### src/design/pkm_pkg.sv
// ----------------------------------------------------------------------------
// pkm_pkg: shared types and constants for the peer keepalive monitor
// Payload structs, opcode and event codes, sequencer states.
// ----------------------------------------------------------------------------
package pkm_pkg;

  localparam int unsigned PeerSlotsDef = 16;
  localparam int unsigned MaxOut       = 16;
  localparam int unsigned CfgIdxW      = 2;
  localparam int unsigned CfgDataW     = 16;

  localparam logic [1:0] OpTick     = 2'd0;
  localparam logic [1:0] OpAdd      = 2'd1;
  localparam logic [1:0] OpResponse = 2'd2;
  localparam logic [1:0] OpUnused   = 2'd3;

  localparam logic [CfgIdxW-1:0] RegPeriodic = 2'd0;
  localparam logic [CfgIdxW-1:0] RegTransmit = 2'd1;
  localparam logic [CfgIdxW-1:0] RegRetry    = 2'd2;

  localparam logic [2:0] EvAdded     = 3'd0;
  localparam logic [2:0] EvRestarted = 3'd1;
  localparam logic [2:0] EvFull      = 3'd2;
  localparam logic [2:0] EvReply     = 3'd3;
  localparam logic [2:0] EvUnknown   = 3'd4;
  localparam logic [2:0] EvEcho      = 3'd5;
  localparam logic [2:0] EvDown      = 3'd6;

  typedef struct packed {
    logic [1:0]  opcode;
    logic [31:0] peer_addr;
    logic [1:0]  peer_kind;
  } pkm_in_t;

  typedef struct packed {
    logic [2:0]  event_code;
    logic [31:0] out_addr;
    logic [1:0]  out_kind;
    logic [15:0] seq_num;
    logic        last;
  } pkm_out_t;

  typedef enum logic [2:0] {
    StIdle, StScan, StTick, StFinish, StEmit
  } pkm_state_e;

endpackage

### src/design/peer_keepalive_monitor_top.sv
// ----------------------------------------------------------------------------
// peer_keepalive_monitor_top: echo-request supervision of a peer table
// Sequencer walks the peer table one slot per cycle, unless the output stalls a tick, with one shared compare.
// ----------------------------------------------------------------------------
// A tick walks the slots; its results leave through the output register
// while the walk goes on. An add or a response walks the slots in a scan,
// then passes through an update state and a state that holds its result.
// An unused opcode is taken and gives no result. Result-side stalls hold
// a tick's walk and the result state, and in_stall_o is high meanwhile.
// Slots are visited one per clock, unless the output stalls a tick, through
// a single address compare and countdown unit; each result is held in an
// output register until taken. No clearing pass.
module peer_keepalive_monitor_top #(
  parameter int unsigned PEER_SLOTS = pkm_pkg::PeerSlotsDef
) (
  input  logic                          clk_i,
  input  logic                          rst_ni,
  input  logic                          in_valid_i,
  output logic                          in_stall_o,
  input  pkm_pkg::pkm_in_t              in_data_i,
  output logic                          out_valid_o,
  input  logic                          out_stall_i,
  output pkm_pkg::pkm_out_t             out_data_o,
  input  logic                          cfg_we_i,
  input  logic [pkm_pkg::CfgIdxW-1:0]   cfg_idx_i,
  input  logic [pkm_pkg::CfgDataW-1:0]  cfg_data_i
);

  localparam int unsigned IdxW = (PEER_SLOTS > 1) ? $clog2(PEER_SLOTS) : 1;
  localparam int unsigned CntW = $clog2(PEER_SLOTS + 1);

  logic [15:0] periodic_q, transmit_q;
  logic [7:0]  retry_lim_q;

  always_ff @(posedge clk_i or negedge rst_ni) begin
    if (!rst_ni) begin
      periodic_q  <= 16'd60;
      transmit_q  <= 16'd5;
      retry_lim_q <= 8'd3;
    end else if (cfg_we_i) begin
      case (cfg_idx_i)
        pkm_pkg::RegPeriodic: periodic_q  <= cfg_data_i;
        pkm_pkg::RegTransmit: transmit_q  <= cfg_data_i;
        pkm_pkg::RegRetry:    retry_lim_q <= cfg_data_i[7:0];
        default: ;
      endcase
    end
  end

  // slot table
  logic [PEER_SLOTS-1:0] valid_q;
  logic [31:0] addr_q [PEER_SLOTS];
  logic [1:0]  kind_q [PEER_SLOTS];
  logic        wait_q [PEER_SLOTS];
  logic [15:0] cnt_q  [PEER_SLOTS];
  logic [7:0]  rty_q  [PEER_SLOTS];
  logic [15:0] seq_q  [4];

  pkm_pkg::pkm_state_e state_q, state_d;
  pkm_pkg::pkm_in_t    item_q;
  logic [CntW-1:0]     idx_q;
  logic [IdxW-1:0]     hit_q, free_q;
  logic                hit_f_q, free_f_q;
  logic [4:0]          nout_q;
  pkm_pkg::pkm_out_t   res_q;
  logic                res_v_q;

  logic [IdxW-1:0] cur;
  assign cur = idx_q[IdxW-1:0];
  logic at_end;
  assign at_end = (idx_q == CntW'(PEER_SLOTS - 1));

  logic tick_go;
  assign tick_go = (!res_v_q || !out_stall_i) && nout_q != 5'(pkm_pkg::MaxOut);

  // a new result is loaded on the update cycle or on a due slot of a tick
  logic res_set;
  assign res_set = (state_q == pkm_pkg::StFinish) ||
                   (state_q == pkm_pkg::StTick && tick_go && valid_q[cur] &&
                    cnt_q[cur] <= 16'd1);

  assign in_stall_o  = (state_q != pkm_pkg::StIdle) || res_v_q;
  assign out_valid_o = res_v_q;
  assign out_data_o  = res_q;

  always_comb begin
    state_d = state_q;
    case (state_q)
      pkm_pkg::StIdle:
        if (in_valid_i && !in_stall_o) begin
          if (in_data_i.opcode == pkm_pkg::OpTick) state_d = pkm_pkg::StTick;
          else if (in_data_i.opcode == pkm_pkg::OpAdd ||
                   in_data_i.opcode == pkm_pkg::OpResponse)
            state_d = pkm_pkg::StScan;
        end
      pkm_pkg::StScan: if (at_end) state_d = pkm_pkg::StFinish;
      pkm_pkg::StFinish: state_d = pkm_pkg::StEmit;
      pkm_pkg::StEmit: if (!out_stall_i) state_d = pkm_pkg::StIdle;
      pkm_pkg::StTick:
        if (!res_v_q || !out_stall_i) begin
          if (at_end || nout_q == 5'(pkm_pkg::MaxOut)) state_d = pkm_pkg::StIdle;
        end
      default: state_d = pkm_pkg::StIdle;
    endcase
  end

  // last flag for a tick: no later slot can produce a result, or this result is the MaxOut-th
  logic later_due;
  always_comb begin
    later_due = 1'b0;
    for (int j = 0; j < PEER_SLOTS; j++)
      if (CntW'(j) > idx_q && valid_q[j] && cnt_q[j] <= 16'd1) later_due = 1'b1;
  end

  always_ff @(posedge clk_i or negedge rst_ni) begin
    if (!rst_ni) begin
      res_v_q <= 1'b0;
    end else if (res_set) begin
      res_v_q <= 1'b1;
    end else if (res_v_q && !out_stall_i) begin
      res_v_q <= 1'b0;
    end
  end

  always_ff @(posedge clk_i or negedge rst_ni) begin
    if (!rst_ni) begin
      state_q <= pkm_pkg::StIdle;
      valid_q <= '0;
      idx_q   <= '0;
      nout_q  <= '0;
      hit_f_q <= 1'b0;
      free_f_q <= 1'b0;
      seq_q[0] <= 16'd0; seq_q[1] <= 16'd0; seq_q[2] <= 16'd0; seq_q[3] <= 16'd1;
    end else begin
      state_q <= state_d;
      case (state_q)
        pkm_pkg::StIdle: begin
          item_q <= in_data_i;
          idx_q  <= '0;
          nout_q <= '0;
          hit_f_q <= 1'b0;
          free_f_q <= 1'b0;
        end
        pkm_pkg::StScan: begin
          if (valid_q[cur] && addr_q[cur] == item_q.peer_addr && !hit_f_q) begin
            hit_f_q <= 1'b1; hit_q <= cur;
          end
          if (!valid_q[cur] && !free_f_q) begin
            free_f_q <= 1'b1; free_q <= cur;
          end
          idx_q <= idx_q + 1'b1;
        end
        pkm_pkg::StFinish: begin
          res_q.seq_num <= '0;
          res_q.last    <= 1'b1;
          res_q.out_addr <= item_q.peer_addr;
          res_q.out_kind <= hit_f_q ? kind_q[hit_q] : item_q.peer_kind;
          if (hit_f_q) begin
            wait_q[hit_q] <= 1'b0;
            cnt_q[hit_q]  <= periodic_q;
            if (item_q.opcode == pkm_pkg::OpAdd) res_q.event_code <= pkm_pkg::EvRestarted;
            else begin
              rty_q[hit_q] <= '0;
              res_q.event_code <= pkm_pkg::EvReply;
            end
          end else if (item_q.opcode == pkm_pkg::OpAdd) begin
            if (free_f_q) begin
              valid_q[free_q] <= 1'b1;
              addr_q[free_q]  <= item_q.peer_addr;
              kind_q[free_q]  <= item_q.peer_kind;
              rty_q[free_q]   <= '0;
              wait_q[free_q]  <= 1'b0;
              cnt_q[free_q]   <= periodic_q;
              res_q.event_code <= pkm_pkg::EvAdded;
            end else res_q.event_code <= pkm_pkg::EvFull;
          end else res_q.event_code <= pkm_pkg::EvUnknown;
        end
        pkm_pkg::StTick: begin
          if (tick_go) begin
            idx_q <= idx_q + 1'b1;
            if (valid_q[cur]) begin
              if (cnt_q[cur] > 16'd1) cnt_q[cur] <= cnt_q[cur] - 16'd1;
              else begin
                nout_q <= nout_q + 5'd1;
                res_q.out_addr <= addr_q[cur];
                res_q.out_kind <= kind_q[cur];
                res_q.last <= !later_due || (nout_q == 5'(pkm_pkg::MaxOut - 1));
                if (rty_q[cur] == retry_lim_q) begin
                  valid_q[cur] <= 1'b0;
                  res_q.event_code <= pkm_pkg::EvDown;
                  res_q.seq_num <= '0;
                end else begin
                  res_q.event_code <= pkm_pkg::EvEcho;
                  cnt_q[cur] <= transmit_q;
                  if (!wait_q[cur]) begin
                    wait_q[cur] <= 1'b1;
                    seq_q[kind_q[cur]] <= seq_q[kind_q[cur]] + 16'd1;
                    res_q.seq_num <= seq_q[kind_q[cur]] + 16'd1;
                  end else begin
                    rty_q[cur] <= rty_q[cur] + 8'd1;
                    res_q.seq_num <= seq_q[kind_q[cur]];
                  end
                end
              end
            end
          end
        end
        default: ;
      endcase
    end
  end

  a_no_accept_busy: assert property (@(posedge clk_i) disable iff (!rst_ni)
    (state_q != pkm_pkg::StIdle) |-> in_stall_o) else $error("accept while busy");
  a_res_hold: assert property (@(posedge clk_i) disable iff (!rst_ni)
    (out_valid_o && out_stall_i) |=> (out_valid_o && $stable(out_data_o)))
    else $error("result dropped");
  a_nout: assert property (@(posedge clk_i) disable iff (!rst_ni)
    nout_q <= 5'(pkm_pkg::MaxOut)) else $error("too many results");

endmodule
### config.mk
export PLATFORM = sky130hd
export DESIGN_NAME = peer_keepalive_monitor_top
export DESIGN_NICKNAME = d
export VERILOG_FILES = /design/src/design/pkm_pkg.sv /design/src/design/peer_keepalive_monitor_top.sv
export SDC_FILE = /design/constraint.sdc
export NUM_CORES = 1
export LEC_CHECK = 0
export ABC_AREA = 1
export BUFFER_PORTS_ARGS = -buffer_cell sky130_fd_sc_hd__buf_2
export CAP_MARGIN = 30
export CORE_ASPECT_RATIO = 1.5
export CORE_MARGIN = 1
export CORE_UTILIZATION = 35
export CTS_BUF_LIST = sky130_fd_sc_hd__clkbuf_16
export CTS_CLUSTER_SIZE = 16
export DETAILED_ROUTE_END_ITERATION = 6
export SLEW_MARGIN = 20
export SYNTH_ARGS = -nofsm -noshare
export SYNTH_HDL_FRONTEND = slang
export SYNTH_SLANG_ARGS = --single-unit
### constraint.sdc
create_clock -name clk_i -period 7.5 [get_ports clk_i]
set_input_delay 1.5 -clock clk_i [delete_from_list [all_inputs] [get_ports clk_i]]
set_output_delay 1.5 -clock clk_i [all_outputs]
set_load 0.01 [all_outputs]
# After elaboration in Yosys (flattened, before gate mapping)
# Memory sizes are Yosys's and may differ from the RTL's. A register that Yosys moved wholly into a read port is not among the register bits.
# Cells that the tools add are included.
[classes] n_mux=125 n_reduce_logical=93 n_addsub=5 bitwise=8 n_eq_ne=30 magnitude_cmp=40
[op_table] op="$le 16x1->1 const B" n=17
[op_table] op="$mux 16" n=15
[op_table] op="$mux 54" n=3
[op_table] op="$pmux 54 s2" n=1
[op_table] op="$mux 1" n=68
[op_table] op="$bwmux 64" n=1
[op_table] op="$logic_and 1x1->1" n=51
[op_table] op="$gt 4x5->1 const A" n=8
[op_table] op="$bmux 16 s2" n=1
[op_table] op="$demux 16 s2" n=1
[op_table] op="$eq 32x32->1" n=1
[op_table] op="$pmux 16 s2" n=1
[op_table] op="$reduce_or 16->1" n=2
[op_table] op="$mux 4" n=7
[op_table] op="$mux 3" n=9
[op_table] op="$gt 3x5->1 const A" n=4
[op_table] op="$mux 5" n=4
[op_table] op="$ne 2x2->1 const B" n=10
[op_table] op="$add 16x1->16 const B" n=1
[op_table] op="$and 16x16->16" n=1
[op_table] op="$gt 16x1->1 const B" n=1
[op_table] op="$mux 8" n=2
[op_table] op="$not 16->16" n=1
[op_table] op="$or 16x16->16" n=1
[op_table] op="44 further kinds" n=90
[totals] ramBits=944 output_inout_bits=56 register_bits=234 elab_cells=330 memories=5
[mem_list] name="addr_q" words=16 width=32 rd=1 rd_ports_with_merged_regs=0 wr=1 line="peer_keepalive_monitor_top.sv:52" source="logic [31:0] addr_q [PEER_SLOTS];"
[mem_list] name="cnt_q" words=16 width=16 rd=17 rd_ports_with_merged_regs=0 wr=1 line="peer_keepalive_monitor_top.sv:55" source="logic [15:0] cnt_q [PEER_SLOTS];"
[mem_list] name="rty_q" words=16 width=8 rd=1 rd_ports_with_merged_regs=0 wr=1 line="peer_keepalive_monitor_top.sv:56" source="logic [7:0] rty_q [PEER_SLOTS];"
[mem_list] name="kind_q" words=16 width=2 rd=2 rd_ports_with_merged_regs=1 wr=1 line="peer_keepalive_monitor_top.sv:53" source="logic [1:0] kind_q [PEER_SLOTS];"
[mem_list] name="wait_q" words=16 width=1 rd=1 rd_ports_with_merged_regs=0 wr=1 line="peer_keepalive_monitor_top.sv:54" source="logic wait_q [PEER_SLOTS];"

# Longest topological paths before layout
# Gate-level depths: netlist of the first run.
[logic_depth] ltp_word=25 depth_mapped=29 mapped_depth_nobuf=22

# Worst setup path after synthesis of the first run
# No wires, ideal clock.
[synth_path] kind="in2reg" start="input port rst_ni" end="memory addr_q[3][0] (enable)" slack_ns=1.295 n_path_buf=2 arrival_ns=5.695 path_stages=6 path_cell_list="clkbuf_1 -> inv_1 -> nor3_1 -> inv_1 -> clkbuf_1 -> nor4_1"
[synth_via] elab_chain_cells=2
[synth_rtl] element="from (decl)" line="peer_keepalive_monitor_top.sv:17" source="input logic rst_ni,"
[synth_rtl] element="$logic_and 1x1->1 (implied by the code)" line="peer_keepalive_monitor_top.sv:169" source="addr_q[free_q] <= item_q.peer_addr;"
[synth_rtl] element="$mux 1 (implied by the code)" line="peer_keepalive_monitor_top.sv:169"
[synth_rtl] element="to (decl)" line="peer_keepalive_monitor_top.sv:52"
# No other way between the ends.

# Final worst setup path of the first run
[layout_path] start="register idx_q[0]" end="memory rty_q[5][4] (enable)"
[layout_via] elab_chain_cells=11 elab_cells_between_ends=18 cone_classes="1 x order compare; 1 x eq/ne; 11 x mux; 2 x reduce/logical; 3 x memory"
[layout_rtl] element="from (decl)" line="peer_keepalive_monitor_top.sv:61" source="logic [CntW-1:0] idx_q;"
[layout_rtl] element="from (signal assigned)" line="peer_keepalive_monitor_top.sv:151" source="idx_q <= idx_q + 1'b1;"
[layout_rtl] element="from (signal assigned)" line="peer_keepalive_monitor_top.sv:180" source="idx_q <= idx_q + 1'b1;"
[layout_rtl] element="branches (longest 11 deep; another with $mem_v2 16x16)"
[layout_rtl] element="to (decl)" line="peer_keepalive_monitor_top.sv:56"
# Parallel ways; which one is timed is not known. The select of a mux whose other input is x is not followed.

==> impl_metrics.csv, run 1 <==
group,metric,value,unit
synth,synth_seq_cells,1182,
sta,relSlewSlack,0.312,
clock_tree,ctsResizeCount,0,
setup_path,worstSetupPathType,"reg2reg",
status,status,"finished, final reports clean",
synth,ys_types,56,
min_path,min_path_type,"reg2reg",
finish,layout-drive-gt1-share,0.0879,
global_route,grt_pass1_vias,37498,
routing,routed-via-count,38749,
sta,rsz0062_at_grt,"false",
floorplanning,rows,174,
synth,async_flop_share,0.115,
synth,syn_nets,5339,
clock_tree,cts_setup_buffers,0,
sta,worst_pin_slew,1.02,ns
synth,synth_top_area_frac,0.594,
floorplanning,ioPinCount,115,
placed_design,gp_congestion,0.984,
sta,fmax,0.174,GHz
finish,area_delta_synth_final,12.6,%
synth,synth_cells,5269,
global_route,grt_overflow,0,
setup_path,crit_required,7.87,ns
routing,postRouteAntennaNets,0,
sta,holdWs,0.473,ns
clock_tree,insertion_delay,0.77,ns
setup_path,cp_max_fo,101,
sta,period_share,0.768,
setup_path,critPathLaunchType,"flop",
floorplanning,core_area,150000,um^2
placed_design,dp_hpwl,104,mm
synth,yosysTopAreaCell,"edfxtp_1",
power_and_ir_drop,max-vdd-ir-drop,0.406,mV
global_route,grt_start_max_net_pins,182,
clock_tree,h-tree-depth,3,
finish,fin_nets,5432,
finish,mostFrequentLayoutCells,"nand2_1, edfxtp_1, nor2_1",
floorplanning,die_y,477,um
floorplanning,dieArea,152000,um^2
flow_run,drv_cap,0,
global_route,antenna_found_initial,3,
routing,drc_errors,0,
routing,viasPerCell,5.24,
synth,yosysSeqAreaShare,0.660,
placed_design,numPortBuffers,114,
routing,wire_per_inst,22.2,um
clock_tree,path_clk_slew,0.07,ns
sta,finalHoldViolCount,0,
floorplanning,initial_utilization,0.352,
clock_tree,hold_buffers,0,
synth,syn_avg_cell_area,10.0,um^2
clock_tree,cts_buffer_depth,3,
synth,yosys_most_used_dff,"edfxtp_1",
synth,syn_area,52700,um^2
sta,drv_slew,0,
synth,yosys_warnings,0,
sta,finalCriticalPeriod,5.76,ns
clock_tree,cts_made_buffers,114,
clock_tree,cts_tree,"done",
routing,finalWirelength,164,mm
routing,drt-pass1-iter-count,6,
global_route,grtUsageTotal,0.212,
sta,setup_viol,0,
sta,skew,0.0338,ns
clock_tree,root_buffer,"clkbuf_16",
finish,mostFrequentLayoutCell,"nand2_1",
power_and_ir_drop,p_leak,23.0,nW
synth,synthTopCellsByArea,"edfxtp_1, nand2_1, dfrtp_1, nor2_1, o21ai_0",
power_and_ir_drop,p_per_area,341,nW/um^2
sta,tns,0,ns
global_route,grt_pass1_wl,242,mm
synth,synth_edf_count,1042,
clock_tree,cts.sink_count,1182,
setup_path,cp_data_arrival_time,6.13,ns
setup_path,setup.worst_path.end_class,"flop",
floorplanning,die_w,319,um
routing,drt_iter0_markers,3933,
[area by class of cell]
cell class | count | area (um^2)
timing repair buffer | 225 | 1500
clock buffer | 115 | 2880
tap | 1936 | 2420
clock inverter | 97 | 842
multi-input combinational | 3457 | 15500
antenna | 1 | 2.50
sequential | 1182 | 34800
inverter | 382 | 1450
fill | 14610 | 90400
[worst max-delay path, stage by stage (launching register included)]
cell      delay [ns]
dfrtp_4         0.70
clkinv_8        0.42
buf_4           0.72
nand2_1         0.10
nand3_1         0.11
nand2_1         0.06
nor2_1          0.13
nand2_1         0.06
nand2_1         0.13
nand2_1         0.10
nor2_2          0.20
nand3_2         0.21
nor3_1          0.48
nand4_1         0.56
nand2_1         0.29
inv_1           0.07
nor2_1          0.13
nand2_1         0.17
nor2_1          0.65
[synth_stat cells (all sizes together) (13+ instances only)]
cell type	instances
nor2	846
nor3	98
o21ai	503
nand3	239
xor2	23
nand2	1406
nand3b	18
edfxtp	1042
a21oi	70
o211ai	71
nand4	44
dfrtp	127
o22ai	14
nor4	47
inv	380
a31oi	13
clkbuf	105
buf	143
[kinds of logic (layout without fill, tap and decap cells)]
group / Yosys count / after routing / share of synthesized area
AND/OR/NAND/NOR: 2718 / 2718 / 0.210
buffers and inverters: 630 / 819 / 0.0496
adder cells (fa/ha/maj): 11 / 11 / 0.00261
flip-flops: 1182 / 1182 / 0.660
XOR/XNOR: 31 / 31 / 0.00529
AO/OA/AOI/OAI: 697 / 697 / 0.0724
other: 0 / 1 / 0
[power breakdown]
part | total, mW | switching (mW) | internal (mW)
logic | 6.54 | 4.93 | 1.61
registers | 7.97 | 0.305 | 7.67
clock network | 5.75 | 2.63 | 3.13
[through the flow]
stage | power (mW) | instance area, um^2 | setup WS (ns) | std cells | util
2_1_floorplan | 12.3 | 52700 | 1.29 | 5269 | -
3_3_place_gp | 14.5 | 55600 | 1.85 | 7176 | 0.371
3_5_place_dp | 14.6 | 55600 | 1.86 | 7178 | 0.371
4_1_cts | 20.3 | 59300 | 1.84 | 7390 | 0.396
5_1_grt | 21.3 | 59400 | 1.34 | 7395 | 0.396
6_report | 20.3 | 59400 | 1.74 | 7395 | 0.396
[final timing paths]
path	from	end	slack, ns	depth (start not counted)
max in group asynchronous	rst_ni	idx_q[1]	5.82	3
setup reg to reg	idx_q[0]	rty_q[5][4]	1.74	18
hold reg to reg	seq_q[60]	seq_q[60]	0.47	2
setup / recovery	idx_q[0]	rty_q[5][4]	1.74	18
hold / removal	seq_q[60]	seq_q[60]	0.47	2
min in group asynchronous	rst_ni	seq_q[37]	0.64	1
[state kept, by name, summed over array words and instances (netlist names), named ones only]
name,count
rty_q,128
state_q,3
kind_q,32
addr_q,512
cnt_q,256
idx_q,5
free_q,4
retry_lim_q,8
out_valid_o,1
free_f_q,1
periodic_q,16
transmit_q,16
hit_f_q,1
valid_q,16
item_q,36
hit_q,4
out_data_o,54
wait_q,16
seq_q,64
nout_q,5
[per-layer routing]
layer / GRT usage / vias to the layer above / part of all wire
li1: - / 18006 / -
met1: 0.254 / 18884 / 0.39
met2: 0.372 / 1489 / 0.50
met3: 0.0264 / 368 / 0.058
met4: 0.110 / 2 / 0.053
met5: 0 / - / 0.000085
Note: power is estimated with default switching activity, not from simulation.
==> run 2, diff against run 1 <==
- clock period: 7.5 -> 5.6 ns (I/O delays scaled with it)
==> impl_metrics.csv, run 2 (same netlist as run 1, synthesis figures left out) <==
group,metric,value,unit
global_route,grtUsageTotal,0.209,
routing,wire_per_inst,21.7,um
finish,layout-drive-gt1-share,0.0936,
setup_path,crit_required,6.03,ns
sta,fmax,0.202,GHz
power_and_ir_drop,p_leak,23.3,nW
routing,viasPerCell,5.23,
flow_run,drv_cap,0,
setup_path,worstSetupPathType,"reg2reg",
finish,top_regs,"addr_q x512, cnt_q x256, rty_q x128",
finish,largest_register_ffs,512,
global_route,grt_start_max_net_pins,165,
placed_design,placed_area,56000,um^2
setup_path,critPathMaxStageDelay,0.65,ns
status,status,"finished, final reports clean",
routing,drc_errors,0,
placed_design,dp_hpwl,104,mm
routing,routed-via-count,38921,
floorplanning,core_area,150000,um^2
sta,finalCriticalPeriod,4.94,ns
sta,worst_pin_slew,1.06,ns
clock_tree,cts.sink_count,1182,
clock_tree,cts_setup_buffers,0,
sta,period_share,0.882,
clock_tree,ctsResizeCount,0,
routing,postRouteAntennaNets,0,
power_and_ir_drop,max-vdd-ir-drop,0.360,mV
clock_tree,hold_buffers,0,
setup_path,ff2ff_path_depth,20,
finish,mostFrequentLayoutCells,"nand2_1, edfxtp_1, nor2_1",
global_route,antenna_found_initial,2,
clock_tree,root_buffer,"clkbuf_16",
setup_path,crit_path_cell_trace,"clkinv_8, buf_4, nand2_1, nand3_1, nand2_1, nor2_1, nand2_1, nand2_1, nand2_1, nor2_1, nand3_2, nor3_1, nand4_1, buf_4, nand2_1, inv_1, nor2_1, nand2_1, nor2_1, buf_4",
setup_path,path_buf_inv,5,
finish,fin_nets,5472,
sta,relSlewSlack,0.286,
clock_tree,cts_buffer_depth,3,
finish,top_register,"addr_q",
finish,fin_area,59800,um^2
routing,drt_iter0_markers,3608,
sta,skew,0.0494,ns
sta,drv_slew,0,
setup_path,critPathLaunchType,"flop",
setup_path,crit_start,"idx_q[0]",
global_route,grt_overflow,0,
setup_path,path_delay_family,"simple AND/OR/NAND/NOR gates",
setup_path,cp_max_fo,52,
floorplanning,die_y,477,um
global_route,grt_pass1_vias,37755,
setup_path,r2r-end,"rty_q[5][6]",
setup_path,timing.rr.start,"idx_q[0]",
floorplanning,ioPinCount,115,
setup_path,path_common_cell,"nand2_1",
floorplanning,dieArea,152000,um^2
clock_tree,cts_tree,"done",
routing,finalWirelength,161,mm
setup_path,cp_data_arrival_time,5.37,ns
setup_path,r2r_slack,0.66,ns
power_and_ir_drop,p_per_area,458,nW/um^2
clock_tree,insertion_delay,0.76,ns
sta,tns,0,ns
placed_design,gp_congestion,0.972,
floorplanning,rows,174,
floorplanning,die_w,319,um
clock_tree,path_clk_slew,0.06,ns
placed_design,numPortBuffers,114,
floorplanning,initial_utilization,0.352,
sta,finalHoldViolCount,0,
finish,mostFrequentLayoutCell,"nand2_1",
global_route,grt_pass1_wl,240,mm
sta,rsz0062_at_grt,"false",
setup_path,cpMaxStageDelayCell,"nor3_1",
min_path,min_path_type,"in2async",
sta,setup_viol,0,
clock_tree,cts_made_buffers,115,
clock_tree,h-tree-depth,3,
finish,area_delta_synth_final,13.5,%
routing,drt-pass1-iter-count,6,
setup_path,setup.worst_path.end_class,"flop",
-- run 2: cell count changes in the layout (fill, tap and decap cells not counted), moves of 2 or more --
cell,before,now
buf_12,4,8
buf_4,102,139
buf_6,4,1
bufinv_16,9,11
clkbuf_16,115,119
clkinv_1,25,29
clkinvlp_4,10,1
o21ai_1,35,39
o21ai_2,11,8
-- run 2: worst max-delay path by stage --
| stage | to | cells after the start |
|---|---|---|
| floorplan | out_data_o[0] | 20 |
| global placement | rty_q[4][0] | 20 |
| detailed placement | rty_q[4][4] | 20 |
| CTS | rty_q[4][0] | 20 |
| global route | rty_q[4][0] | 20 |
| finish | rty_q[5][6] | 20 |
-- run 2: worst register-to-register path, stage by stage, from the launching register on --
cell and delay [ns]:
dfrtp_4 0.56, clkinv_8 0.20, buf_4 0.56, nand2_1 0.15, nand3_1 0.09, nand2_1 0.05
nor2_1 0.23, nand2_1 0.12, nand2_1 0.12, nand2_1 0.08, nor2_1 0.19, nand3_2 0.13
nor3_1 0.65, nand4_1 0.37, buf_4 0.29, nand2_1 0.12, inv_1 0.06, nor2_1 0.13
nand2_1 0.14, nor2_1 0.17, buf_4 0.22
-- run 2: area by class of cell --
cell class                      count  area, um^2
Multi-Input combinational cell   3457       15500
Timing Repair Buffer              264        1820
Inverter                          382        1450
Tap cell                         1936        2420
Antenna cell                        1        2.50
Fill cell                       14386       90000
Clock inverter                     96         855
Sequential cell                  1182       34800
Clock buffer                      119        2980
-- run 2: power by group --
part	internal (mW)	leakage [nW]	switching, mW
clock network	4.38	1.96	3.48
logic	2.22	9.81	6.63
registers	10.3	11.5	0.422
total	16.9	23.3	10.5
-- run 2: metrics by stage --
step                std cells  setup WS (ns)  total power, mW  utilization  hold WS, ns
floorplan                5269          0.573             16.4            -        0.438
global placement         7217          0.792             19.6        0.373        0.461
detailed placement       7221          0.792             19.6        0.374        0.464
CTS                      7436          0.776             27.5        0.399        0.203
global route             7436          0.331             28.6        0.399        0.236
finish                   7437          0.659             27.4        0.399        0.239
-- run 2: metal layers --
layer,track usage,wire length (um),part of all wire,vias up
met3,0.0271,10200,0.063,386
met1,0.254,63200,0.39,18884
met5,0,0,0,-
met2,0.359,79300,0.49,1571
li1,-,-,-,18080
met4,0.111,8600,0.053,0
